$ cat config.mk
export PLATFORM = sky130hd
export DESIGN_NAME = led_matrix_chain_refresh_formatter
export DESIGN_NICKNAME = d
export VERILOG_FILES = /design/src/rtl/lmcrf_pkg.sv /design/src/rtl/led_matrix_chain_refresh_formatter.sv
export SDC_FILE = /design/constraint.sdc
export NUM_CORES = 1
export LEC_CHECK = 0
export BUFFER_PORTS_ARGS = -buffer_cell sky130_fd_sc_hd__buf_4
export CAP_MARGIN = 0
export CORE_ASPECT_RATIO = 0.8
export CORE_MARGIN = 10
export CORE_UTILIZATION = 56
export DETAILED_ROUTE_END_ITERATION = 12
export HOLD_SLACK_MARGIN = 0.06
export PLACE_DENSITY = 0.81
export SYNTH_ARGS = -nofsm -noshare
export SYNTH_HDL_FRONTEND = slang
export SYNTH_SLANG_ARGS = --single-unit
$ cat constraint.sdc
create_clock -name clk -period 3.25 [get_ports clk]
set_clock_uncertainty 0.2 [all_clocks]
set_input_delay 0.325 -clock clk [delete_from_list [all_inputs] [get_ports clk]]
set_output_delay 0.325 -clock clk [all_outputs]
set_load 0.03 [all_outputs]
$ cat src/rtl/lmcrf_pkg.sv
// Types, constants, microcode table and lookup functions for the LED chain formatter.
package lmcrf_pkg;

    localparam int MATRIX_CHIPS = 4;
    localparam int ROWS         = 8;
    localparam int IMAGE_BYTES  = ROWS * MATRIX_CHIPS;
    localparam int IMG_AW       = $clog2(IMAGE_BYTES);
    localparam int DIGITS       = 4;
    localparam int UC_AW        = 4;

    localparam logic [UC_AW-1:0] UC_REFRESH = UC_AW'(0);
    localparam logic [UC_AW-1:0] UC_INIT    = UC_AW'(8);

    typedef enum logic [2:0] {
        MODE_WRITE   = 3'd0,
        MODE_CHAR    = 3'd1,
        MODE_LEDS    = 3'd2,
        MODE_REFRESH = 3'd3,
        MODE_INIT    = 3'd4,
        MODE_CLEAR   = 3'd5
    } mode_t;

    typedef enum logic [1:0] {
        CFG_MATRIX_INTENSITY = 2'd0,
        CFG_AUX_INTENSITY    = 2'd1,
        CFG_SCAN_LIMIT       = 2'd2
    } cfg_index_t;

    typedef enum logic [2:0] {
        MAT_ZERO,
        MAT_IMAGE,
        MAT_INTENS,
        MAT_SCAN,
        MAT_ONE
    } mat_sel_t;

    typedef enum logic [2:0] {
        AUX_ZERO,
        AUX_DIGIT,
        AUX_LED_LO,
        AUX_LED_HI,
        AUX_INTENS,
        AUX_SCAN,
        AUX_ONE
    } aux_sel_t;

    typedef struct packed {
        logic [2:0]  mode;
        logic [4:0]  index;
        logic [7:0]  value;
        logic [11:0] led_bits;
        logic        first_char;
    } in_item_t;

    typedef struct packed {
        logic [15:0] command_word;
        logic [2:0]  chip_position;
        logic        frame_end;
        logic        last;
    } out_item_t;

    // one control word per frame; the position counter walks the chain inside it
    typedef struct packed {
        logic [3:0] reg_addr;
        mat_sel_t   mat_sel;
        aux_sel_t   aux_sel;
        logic [2:0] row;
        logic [1:0] dig;
        logic       fin;
    } ucode_t;

    localparam logic [7:0] LED_PERM [8] = '{
        8'h08, 8'h80, 8'h04, 8'h10, 8'h01, 8'h20, 8'h02, 8'h40
    };

    localparam logic [6:0] SEG_TABLE [10] = '{
        7'b1111110, 7'b0110000, 7'b1101101, 7'b1111001, 7'b0110011,
        7'b1011011, 7'b1011111, 7'b1110000, 7'b1111111, 7'b1111011
    };

    localparam logic [7:0] DP_MASK = 8'h80;

    function automatic logic [7:0] permute_leds(input logic [7:0] b);
        logic [7:0] r;
        r = '0;
        for (int i = 0; i < 8; i++) begin
            if (b[i])
                r = r | LED_PERM[i];
        end
        return r;
    endfunction

    function automatic ucode_t ucode_rom(input logic [UC_AW-1:0] addr);
        ucode_t w;
        case (addr)
            // refresh: rows 0..7 -> registers 8..1
            4'd0:    w = '{4'h8, MAT_IMAGE,  AUX_ZERO,   3'd0, 2'd0, 1'b0};
            4'd1:    w = '{4'h7, MAT_IMAGE,  AUX_ZERO,   3'd1, 2'd0, 1'b0};
            4'd2:    w = '{4'h6, MAT_IMAGE,  AUX_LED_HI, 3'd2, 2'd0, 1'b0};
            4'd3:    w = '{4'h5, MAT_IMAGE,  AUX_LED_LO, 3'd3, 2'd0, 1'b0};
            4'd4:    w = '{4'h4, MAT_IMAGE,  AUX_DIGIT,  3'd4, 2'd3, 1'b0};
            4'd5:    w = '{4'h3, MAT_IMAGE,  AUX_DIGIT,  3'd5, 2'd2, 1'b0};
            4'd6:    w = '{4'h2, MAT_IMAGE,  AUX_DIGIT,  3'd6, 2'd1, 1'b0};
            4'd7:    w = '{4'h1, MAT_IMAGE,  AUX_DIGIT,  3'd7, 2'd0, 1'b1};
            // init: test off, decode off, intensity, scan limit, shutdown off
            4'd8:    w = '{4'hF, MAT_ZERO,   AUX_ZERO,   3'd0, 2'd0, 1'b0};
            4'd9:    w = '{4'h9, MAT_ZERO,   AUX_ZERO,   3'd0, 2'd0, 1'b0};
            4'd10:   w = '{4'hA, MAT_INTENS, AUX_INTENS, 3'd0, 2'd0, 1'b0};
            4'd11:   w = '{4'hB, MAT_SCAN,   AUX_SCAN,   3'd0, 2'd0, 1'b0};
            4'd12:   w = '{4'hC, MAT_ONE,    AUX_ONE,    3'd0, 2'd0, 1'b1};
            default: w = '{4'h0, MAT_ZERO,   AUX_ZERO,   3'd0, 2'd0, 1'b1};
        endcase
        return w;
    endfunction

endpackage

$ cat src/rtl/led_matrix_chain_refresh_formatter.sv
// Image, digit and LED store with a microcoded sequencer that emits chain command words.
//
//  port group   dir  handshake          word
//  in_*         in   in_valid/in_stall  in_item_t: mode, index, value, led_bits, first_char
//  out_*        out  out_valid/out_stall out_item_t: command_word, chip_position, frame_end, last
//  cfg_*        in   cfg_valid/cfg_ready cfg_index selects register, cfg_data is the value
//
// Store, character and LED items update registers on acceptance. Refresh emits 40 words and
// init 25, one word per cycle when not stalled, from the single output register; the run
// length is set by the microcode program (one step per frame) and the chain position counter.
// in_stall is high while a run is in progress. Output stalls hold the sequencer.
// Reset clears the image, digits, LEDs and count and loads register defaults.
module led_matrix_chain_refresh_formatter
    import lmcrf_pkg::*;
(
    input  logic      clk,
    input  logic      rst_n,
    input  logic      in_valid,
    output logic      in_stall,
    input  in_item_t  in_data,
    output logic      out_valid,
    input  logic      out_stall,
    output out_item_t out_data,
    input  logic      cfg_valid,
    output logic      cfg_ready,
    input  logic [1:0] cfg_index,
    input  logic [3:0] cfg_data
);

    logic [7:0]       image_reg [IMAGE_BYTES];
    logic [7:0]       digit_reg [DIGITS];
    logic [11:0]      led_reg;
    logic [2:0]       count_reg, count_next;
    logic [3:0]       mint_reg;
    logic [3:0]       aint_reg;
    logic [2:0]       scan_reg;
    logic             busy_reg, busy_next;
    logic [UC_AW-1:0] upc_reg, upc_next;
    logic [2:0]       pos_reg, pos_next;
    logic             out_valid_reg, out_valid_next;
    out_item_t        out_reg, out_next;

    logic             in_accept;
    logic             cfg_accept;
    logic             advance;
    ucode_t           cw;
    logic [IMG_AW-1:0] img_addr;
    logic [7:0]       mat_data;
    logic [7:0]       aux_data;
    logic [7:0]       word_data;
    logic [2:0]       cnt;
    logic             char_is_digit;
    logic [3:0]       digit_val;

    assign in_stall   = busy_reg;
    assign cfg_ready  = !busy_reg;
    assign in_accept  = in_valid && !in_stall;
    assign cfg_accept = cfg_valid && cfg_ready;
    assign out_valid  = out_valid_reg;
    assign out_data   = out_reg;
    assign advance    = busy_reg && (!out_valid_reg || !out_stall);

    assign cw       = ucode_rom(upc_reg);
    assign img_addr = IMG_AW'(int'(cw.row) * MATRIX_CHIPS + int'(pos_reg));

    // character decode
    assign cnt           = in_data.first_char ? 3'd0 : count_reg;
    assign char_is_digit = (in_data.value >= 8'h30) && (in_data.value <= 8'h39);
    assign digit_val     = 4'(in_data.value - 8'h30);

    always_comb
    begin
        case (cw.mat_sel)
            MAT_ZERO:   mat_data = 8'h00;
            MAT_IMAGE:  mat_data = image_reg[img_addr];
            MAT_INTENS: mat_data = {4'h0, mint_reg};
            MAT_SCAN:   mat_data = {5'h00, scan_reg};
            MAT_ONE:    mat_data = 8'h01;
            default:    mat_data = 8'h00;
        endcase
        case (cw.aux_sel)
            AUX_ZERO:   aux_data = 8'h00;
            AUX_DIGIT:  aux_data = digit_reg[cw.dig];
            AUX_LED_LO: aux_data = permute_leds(led_reg[7:0]);
            AUX_LED_HI: aux_data = permute_leds({led_reg[11:8], 4'h0});
            AUX_INTENS: aux_data = {4'h0, aint_reg};
            AUX_SCAN:   aux_data = {5'h00, scan_reg};
            AUX_ONE:    aux_data = 8'h01;
            default:    aux_data = 8'h00;
        endcase
        word_data = (int'(pos_reg) == MATRIX_CHIPS) ? aux_data : mat_data;
    end

    // sequencer
    always_comb
    begin
        busy_next      = busy_reg;
        upc_next       = upc_reg;
        pos_next       = pos_reg;
        out_valid_next = out_valid_reg && out_stall;
        out_next       = out_reg;

        if (advance) begin
            out_valid_next         = 1'b1;
            out_next.command_word  = {4'h0, cw.reg_addr, word_data};
            out_next.chip_position = pos_reg;
            out_next.frame_end     = (pos_reg == 3'd0);
            out_next.last          = (pos_reg == 3'd0) && cw.fin;
            if (pos_reg == 3'd0) begin
                pos_next = 3'(MATRIX_CHIPS);
                if (cw.fin)
                    busy_next = 1'b0;
                else
                    upc_next = upc_reg + UC_AW'(1);
            end else begin
                pos_next = pos_reg - 3'd1;
            end
        end

        if (in_accept) begin
            case (in_data.mode)
                MODE_REFRESH:
                begin
                    busy_next = 1'b1;
                    upc_next  = UC_REFRESH;
                    pos_next  = 3'(MATRIX_CHIPS);
                end
                MODE_INIT:
                begin
                    busy_next = 1'b1;
                    upc_next  = UC_INIT;
                    pos_next  = 3'(MATRIX_CHIPS);
                end
                default:
                begin
                end
            endcase
        end
    end

    always_comb
    begin
        count_next = count_reg;
        if (in_accept && in_data.mode == MODE_CHAR) begin
            count_next = cnt;
            if (cnt < 3'(DIGITS) && char_is_digit)
                count_next = cnt + 3'd1;
        end
    end

    always_ff @(posedge clk or negedge rst_n)
    begin
        if (!rst_n) begin
            busy_reg      <= 1'b0;
            upc_reg       <= '0;
            pos_reg       <= '0;
            out_valid_reg <= 1'b0;
            count_reg     <= '0;
            led_reg       <= '0;
            mint_reg      <= 4'd0;
            aint_reg      <= 4'd8;
            scan_reg      <= 3'd7;
            for (int i = 0; i < IMAGE_BYTES; i++)
                image_reg[i] <= '0;
            for (int i = 0; i < DIGITS; i++)
                digit_reg[i] <= '0;
        end else begin
            busy_reg      <= busy_next;
            upc_reg       <= upc_next;
            pos_reg       <= pos_next;
            out_valid_reg <= out_valid_next;
            count_reg     <= count_next;

            if (cfg_accept) begin
                case (cfg_index)
                    CFG_MATRIX_INTENSITY: mint_reg <= cfg_data;
                    CFG_AUX_INTENSITY:    aint_reg <= cfg_data;
                    CFG_SCAN_LIMIT:       scan_reg <= cfg_data[2:0];
                    default:
                    begin
                    end
                endcase
            end

            if (in_accept) begin
                case (in_data.mode)
                    MODE_WRITE:
                    begin
                        if ({1'b0, in_data.index} < 6'(IMAGE_BYTES))
                            image_reg[IMG_AW'(in_data.index)] <= in_data.value;
                    end
                    MODE_CHAR:
                    begin
                        if (cnt < 3'(DIGITS)) begin
                            if (char_is_digit)
                                digit_reg[cnt[1:0]] <= {1'b0, SEG_TABLE[digit_val]};
                            else if (in_data.value == 8'h2E && cnt != 3'd0)
                                digit_reg[2'(cnt - 3'd1)] <=
                                    digit_reg[2'(cnt - 3'd1)] | DP_MASK;
                        end
                    end
                    MODE_LEDS:
                        led_reg <= in_data.led_bits;
                    MODE_CLEAR:
                    begin
                        for (int i = 0; i < IMAGE_BYTES; i++)
                            image_reg[i] <= '0;
                    end
                    default:
                    begin
                    end
                endcase
            end
        end
    end

    always_ff @(posedge clk)
    begin
        out_reg <= out_next;
    end

endmodule

## Word-level counts from Yosys, hierarchy flattened

Memories as Yosys holds them, arrays and structs flattened.
Index checks and enable logic that the tools add are counted.

- $add $sub $neg: 6
- Bitwise gates (word level): 6
- Reductions and logical operators: 29
- $lt $le $gt $ge: 12
- Muxes and demuxes: 55
- Equal/unequal tests: 19

Operators with widths:

| kind | count |
|---|---|
| $pmux W256 S2 | 1 |
| $bwmux W256 | 1 |
| $mux W8 | 9 |
| $bwmux W32 | 2 |
| $mux W32 | 2 |
| $pmux W8 S6 | 1 |
| $mux W7 | 6 |
| $bmux W8 S5 | 1 |
| $demux W8 S5 | 1 |
| $bmux W8 S2 | 2 |
| $demux W8 S2 | 2 |
| $pmux W8 S4 | 1 |
| $eq A3 B3 Y1 const B | 7 |
| $mux W3 | 7 |
| $mux W4 | 5 |
| $eq A3 B2 Y1 const B | 6 |
| $ge A6 B6 Y1 const B | 2 |
| $logic_and A1 B1 Y1 | 12 |
| $mux W6 | 2 |
| $not A5 Y6 | 2 |
| $reduce_and A2 Y1 | 5 |
| $eq A3 B1 Y1 const B | 3 |
| $ge A3 B3 Y1 const B | 3 |
| $not A2 Y3 | 3 |
| 28 further kinds | 41 |

- Memories: 2
- Register bits: 340
- Input port bits: 40
- Output and inout bits: 24
- Word-level logic and storage cells: 178
- Memory bits (read-only): 368

Memory list:

| memory | depth | bits a word | rd ports | clocked after Yosys merged registers in | wr ports | RTL line | text |
|---|---|---|---|---|---|---|---|
| (no name shown) | 16 | 16 | 1 | 0 | 0 | lmcrf_pkg.sv:95 | `case (addr)` |
| (no name shown) | 16 | 7 | 1 | 0 | 0 | led_matrix_chain_refresh_formatter.sv:196 | `digit_reg[cnt[1:0]] <= {1'b0, SEG_TABLE[digit_val]};` |

## Logic depth before layout (Yosys ltp)

- Word-level depth: 10
- Mapped depth: 12

## Worst setup path after synthesis

OpenSTA, ideal clock, no wires.

- Path type: reg-to-reg
- Start: reg upc_reg[3]
- End: reg out_reg, in the netlist out_data[8] (data pin)
- Stages on the path, launching flop included: 12
- Setup slack: -0.033 ns
- Data required time: 2.781 ns
- Data arrival time: 2.815 ns
- Clock period less this slack: 3.283 ns
- Cell sequence: dfrtp_1 -> clkbuf_1 -> buf_1 -> nor2_1 -> ha_1 -> clkbuf_1 -> clkbuf_1 -> mux4_2 -> mux2i_1 -> mux2i_1 -> a221oi_1 -> o31ai_1

- Longest elaborated chain between the ends: 8

Ends and longest elaborated chain:

| what | RTL line | text |
|---|---|---|
| from (decl) | led_matrix_chain_refresh_formatter.sv:38 | `logic [UC_AW-1:0] upc_reg, upc_next;` |
| from (signal assigned) | led_matrix_chain_refresh_formatter.sv:169 | `upc_reg <= upc_next;` |
| $mem_v2 Z16 W16 (*) | -- |  |
| $add A5 B3 Y5 | led_matrix_chain_refresh_formatter.sv:64 | `assign img_addr = IMG_AW'(int'(cw.row) * MATRIX_CHIPS + int'(pos_reg));` |
| $not A5 Y6 (not written as such) | led_matrix_chain_refresh_formatter.sv:75 | `MAT_IMAGE: mat_data = image_reg[img_addr];` |
| $bmux W8 S5 | led_matrix_chain_refresh_formatter.sv:75 |  |
| $mux W8 (not written as such) (2 in a row) | led_matrix_chain_refresh_formatter.sv:75 |  |
| $pmux W8 S4 | led_matrix_chain_refresh_formatter.sv:73 | `case (cw.mat_sel)` |
| $mux W8 (*) | led_matrix_chain_refresh_formatter.sv:91 | `word_data = (int'(pos_reg) == MATRIX_CHIPS) ? aux_data : mat_data;` |
| via word_data[3] | led_matrix_chain_refresh_formatter.sv:50 | `logic [7:0] word_data;` |
| to (signal assigned) | led_matrix_chain_refresh_formatter.sv:219 | `out_reg <= out_next;` |
| to (decl) | led_matrix_chain_refresh_formatter.sv:41 | `out_item_t out_reg, out_next;` |

Mark *: on every way through the listed nets, which the timed path passes. The rest lies on a longest branch. The select of a mux whose other input is x is not followed.
A chain may end at the register's enable or synchronous reset.

## Worst setup path in the final report

- Start: reg upc_reg[0]
- End: reg upc_reg[3]

- Longest elaborated chain between the ends: 6

Ends and longest elaborated chain:

| what | RTL line | text |
|---|---|---|
| $mem_v2 Z16 W16 or $add A4 B1 Y4 (tied branches) | -- |  |
| $mux W4 (*) | led_matrix_chain_refresh_formatter.sv:111 | `if (cw.fin)` |
| $mux W4 (*) | led_matrix_chain_refresh_formatter.sv:109 | `if (pos_reg == 3'd0) begin` |
| $mux W4 (*) | led_matrix_chain_refresh_formatter.sv:103 | `if (advance) begin` |
| $pmux W4 S2 | led_matrix_chain_refresh_formatter.sv:121 | `case (in_data.mode)` |
| $mux W4 (*) | led_matrix_chain_refresh_formatter.sv:120 | `if (in_accept) begin` |
| via upc_next[3] | led_matrix_chain_refresh_formatter.sv:38 |  |

Mark *: on every way through the listed nets, which the timed path passes. The rest lies on a longest branch.

==> run_results.csv <==
group,metric,value,unit
worst_setup_path,critical_path.startpoint,"upc_reg[0]$_DFF_PN0_",
worst_setup_path,r2r_start,"upc_reg[0]$_DFF_PN0_",
drt,routed_via_density,7.01,
power,power.density_cell_area,695,nW/µm²
yosys,netlist_top_cells_area,"dfrtp_1, mux4_2, a22o_1",
final_layout,drive_above_1_share,0.194,
worst_setup_path,worst_ep_required_time,3.53,ns
sta,fmaxAchievable,327,MHz
yosys,ys_async_sr_fraction,0.950,
power,switching_share,0.339,
clocking,cts_root_buffer,"clkbuf_16",
clocking,numCtsBuffers,34,
floorplan,design.die.area,36500,µm²
drt,drt.antenna.violating_nets,0,
power,share_seq_of_total_power,0.393,
final_layout,largest_register_ffs,256,
floorplan,core_area,28600,µm²
drt,drt-wirelength-per-cell,27.2,µm
placement,place_hpwl,33700,µm
yosys,post_synth.cell_area_avg,11.7,µm²
worst_setup_path,crit_fanout,20,
worst_setup_path,cp-endpoint,"upc_reg[3]$_DFF_PN0_",
final_layout,layout_common_cells,"dfrtp_1, nand2_1, a22o_1",
power,total_leakage_power,8.32,nW
power,switchingPower,4.43,mW
grt,first_global_vias,13000,
grt,wire_length_of_the_first_global_routing_pass,78700,µm
yosys,synth.lib_cells_used.distinct,76,
min_path,hold_path.class,"in -> reg",
final_layout,areaGrowthSynthToFinish,14.8,%
drt,dr.pass1.iters,7,
final_layout,design.final.nets,1546,
power,p_total,13.1,mW
clocking,postCtsSetupBuffers,0,
worst_setup_path,critical_path_arrival,3.34,ns
floorplan,die_h,173,µm
drt,drt_wl_total,51000,µm
power,worst_ir_drop_vdd,0.507,mV
clocking,cts_sinks,340,
clocking,clk_path_buf_depth,3,
sta,timing.final.max_slew_violations,0,
yosys,syn-instance-count,1395,
drt,detailroute.via_count,13200,
sta,worst_slew_pin_slew,0.956,ns
power,internal_power,8.63,mW
placement,portBuffers,59,
floorplan,die_x,211,µm
worst_setup_path,worstRegToRegCells,9,
grt,antenna_violations_before_repair,2,
yosys,yosys_warnings,0,
clocking,post_cts_resize_count,0,
worst_setup_path,critical_path_source_type,"flop",
yosys,synthDominantAreaCellType,"dfrtp_1",
drt,drc,0,
floorplan,starting_density_of_the_core,0.573,
worst_setup_path,r2r_end,"upc_reg[3]$_DFF_PN0_",
floorplan,floorplan.rows,55,
sta,timing.final.crit_period,3.06,ns
grt,grt-ovfl-total,0,
clocking,tritoncts,"built",
grt,global_route.usage.total,0.276,
final_layout,mostFrequentLayoutCell,"dfrtp_1",
worst_setup_path,reg2reg_setup_slack,0.19,ns
sta,timing_hold_violations_final,0,
sta,finalSetupViolations,0,
yosys,dominantRegCellSynth,"dfrtp_1",
sta,max_slew_margin,0.354,
clocking,clock_insertion_delay_at_the_later_pin_of_the_skew_report,0.54,ns
clocking,holdBufCountCts,27,
final_layout,layout.filler_cells,2029,
yosys,synth_enable_flop_cells,17,
sta,period_share,0.941,
sta,rsz_0062_raised_after_global_routing,"false",
status,outcome,"completed",
clocking,htreeDepth,2,
yosys,synth_top_cell_area_share,0.488,
power,p_comb_frac,0.305,
power,power.clock.fraction,0.301,
floorplan,ios,64,
drt,dr.first_iter.drc_count,1940,
placement,routabilityCongestion,0.944,
job,max_cap_viol_count,0,
worst_setup_path,setup.worst_path.class,"reg -> reg",
yosys,yosys_register_bits,340,
grt,grt_start_max_net_pins,88,
worst_setup_path,worstSetupEndpointType,"flop",
yosys,yosysSeqAreaShare,0.525,
sta,setup-tns-final,0,ns
yosys,syn-cell-area,16400,µm²
clocking,clkTransAtPathRegs,0.06,ns
==> cell type report <==
cell class,count,area [µm²],area share
well taps,370,463,0.0246
flip-flops and latches,340,8600,0.458
clock buffers,45,942,0.0501
diodes,1,2.50,0.000133
clock inverters,14,143,0.00759
multi-input cells,940,7320,0.390
repair buffers,141,1220,0.0650
inverters,26,97.6,0.00519
==> per-layer routing <==
layer	vias up	GRT usage	routed length [µm]	share of wire
met5	-	0.0303	160	0.0031
met4	4	0.0916	1660	0.033
met3	133	0.108	7500	0.15
met2	963	0.391	22100	0.43
met1	6644	0.378	19600	0.38
li1	5409	-	-	-
==> power by group through the flow <==
| stage | combinational [mW] | sequential [mW] | clock (mW) |
|---|---|---|---|
| 3_3_place_gp | 3.75 | 5.17 | 0 |
| 4_1_cts | 3.89 | 5.11 | 3.94 |
| 3_5_place_dp | 3.82 | 5.18 | 0 |
| 6_report | 3.99 | 5.14 | 3.93 |
| 2_1_floorplan | 2.45 | 5.19 | 0 |
| 5_1_grt | 4.21 | 5.17 | 4.12 |
==> synthesized netlist by cell type, drive strengths merged (10+ instances only) <==
cell type / instances
a21oi: 13
a22o: 163
and2: 16
buf: 25
clkbuf: 67
dfrtp: 319
edfxtp: 17
ha: 23
inv: 17
mux2: 32
mux2i: 27
mux4: 72
nand2: 166
nand2b: 14
nand3: 30
nor2: 61
nor2b: 14
nor3: 13
o21ai: 146
o2bb2ai: 10
==> worst min path at each step <==
stage,cells after the start,startpoint,end,slack [ns]
after global routing,4,in_data[26],pos_reg[2]$_DFF_PN0_,0.13
after detailed placement,1,rst_n,image_reg[119]$_DFFE_PN0P_,0.18
after CTS,4,in_data[26],pos_reg[2]$_DFF_PN0_,0.07
after global placement,1,rst_n,image_reg[119]$_DFFE_PN0P_,0.18
final,5,in_data[15],digit_reg[20]$_DFFE_PN0P_,0.1
after floorplan,0,rst_n,aint_reg[0]$_DFFE_PN0P_,-0.17
==> worst max-delay path, cell delays in order (launching register included) <==
cell           delay [ns]
dfrtp_1              0.38
buf_4                0.21
ha_1                 0.26
ha_1                 0.19
mux2i_1              0.29
nand3_1              0.30
o31a_1               0.35
a31oi_1              0.14
o21a_1               0.13
dlygate4sd3_1        0.54
==> cells by family (layout without fill, tap and decap cells) <==
family,Yosys count,after routing,synth area share
XOR/XNOR,5,5,0.00268
multiplexers,131,131,0.138
AND/OR/NAND/NOR,359,359,0.104
buffers and inverters,118,226,0.0293
flip-flops,340,340,0.525
AO/OA/AOI/OAI,418,418,0.183
adder cells (fa/ha/maj),23,23,0.0176
other,1,5,0.000229
==> stage by stage <==
step | instances | instance area [µm²] | worst slack (ns) | hold WS [ns] | utilization
floorplan | 1398 | 16400 | 0.0395 | -0.171 | -
global placement | 1790 | 17400 | 0.381 | 0.184 | 0.610
detailed placement | 1790 | 17400 | 0.277 | 0.181 | 0.610
CTS | 1876 | 18800 | 0.256 | 0.0731 | 0.658
global route | 1876 | 18800 | 0.0652 | 0.131 | 0.658
finish | 1877 | 18800 | 0.193 | 0.0968 | 0.658
Power figures use the tool's default switching activity.
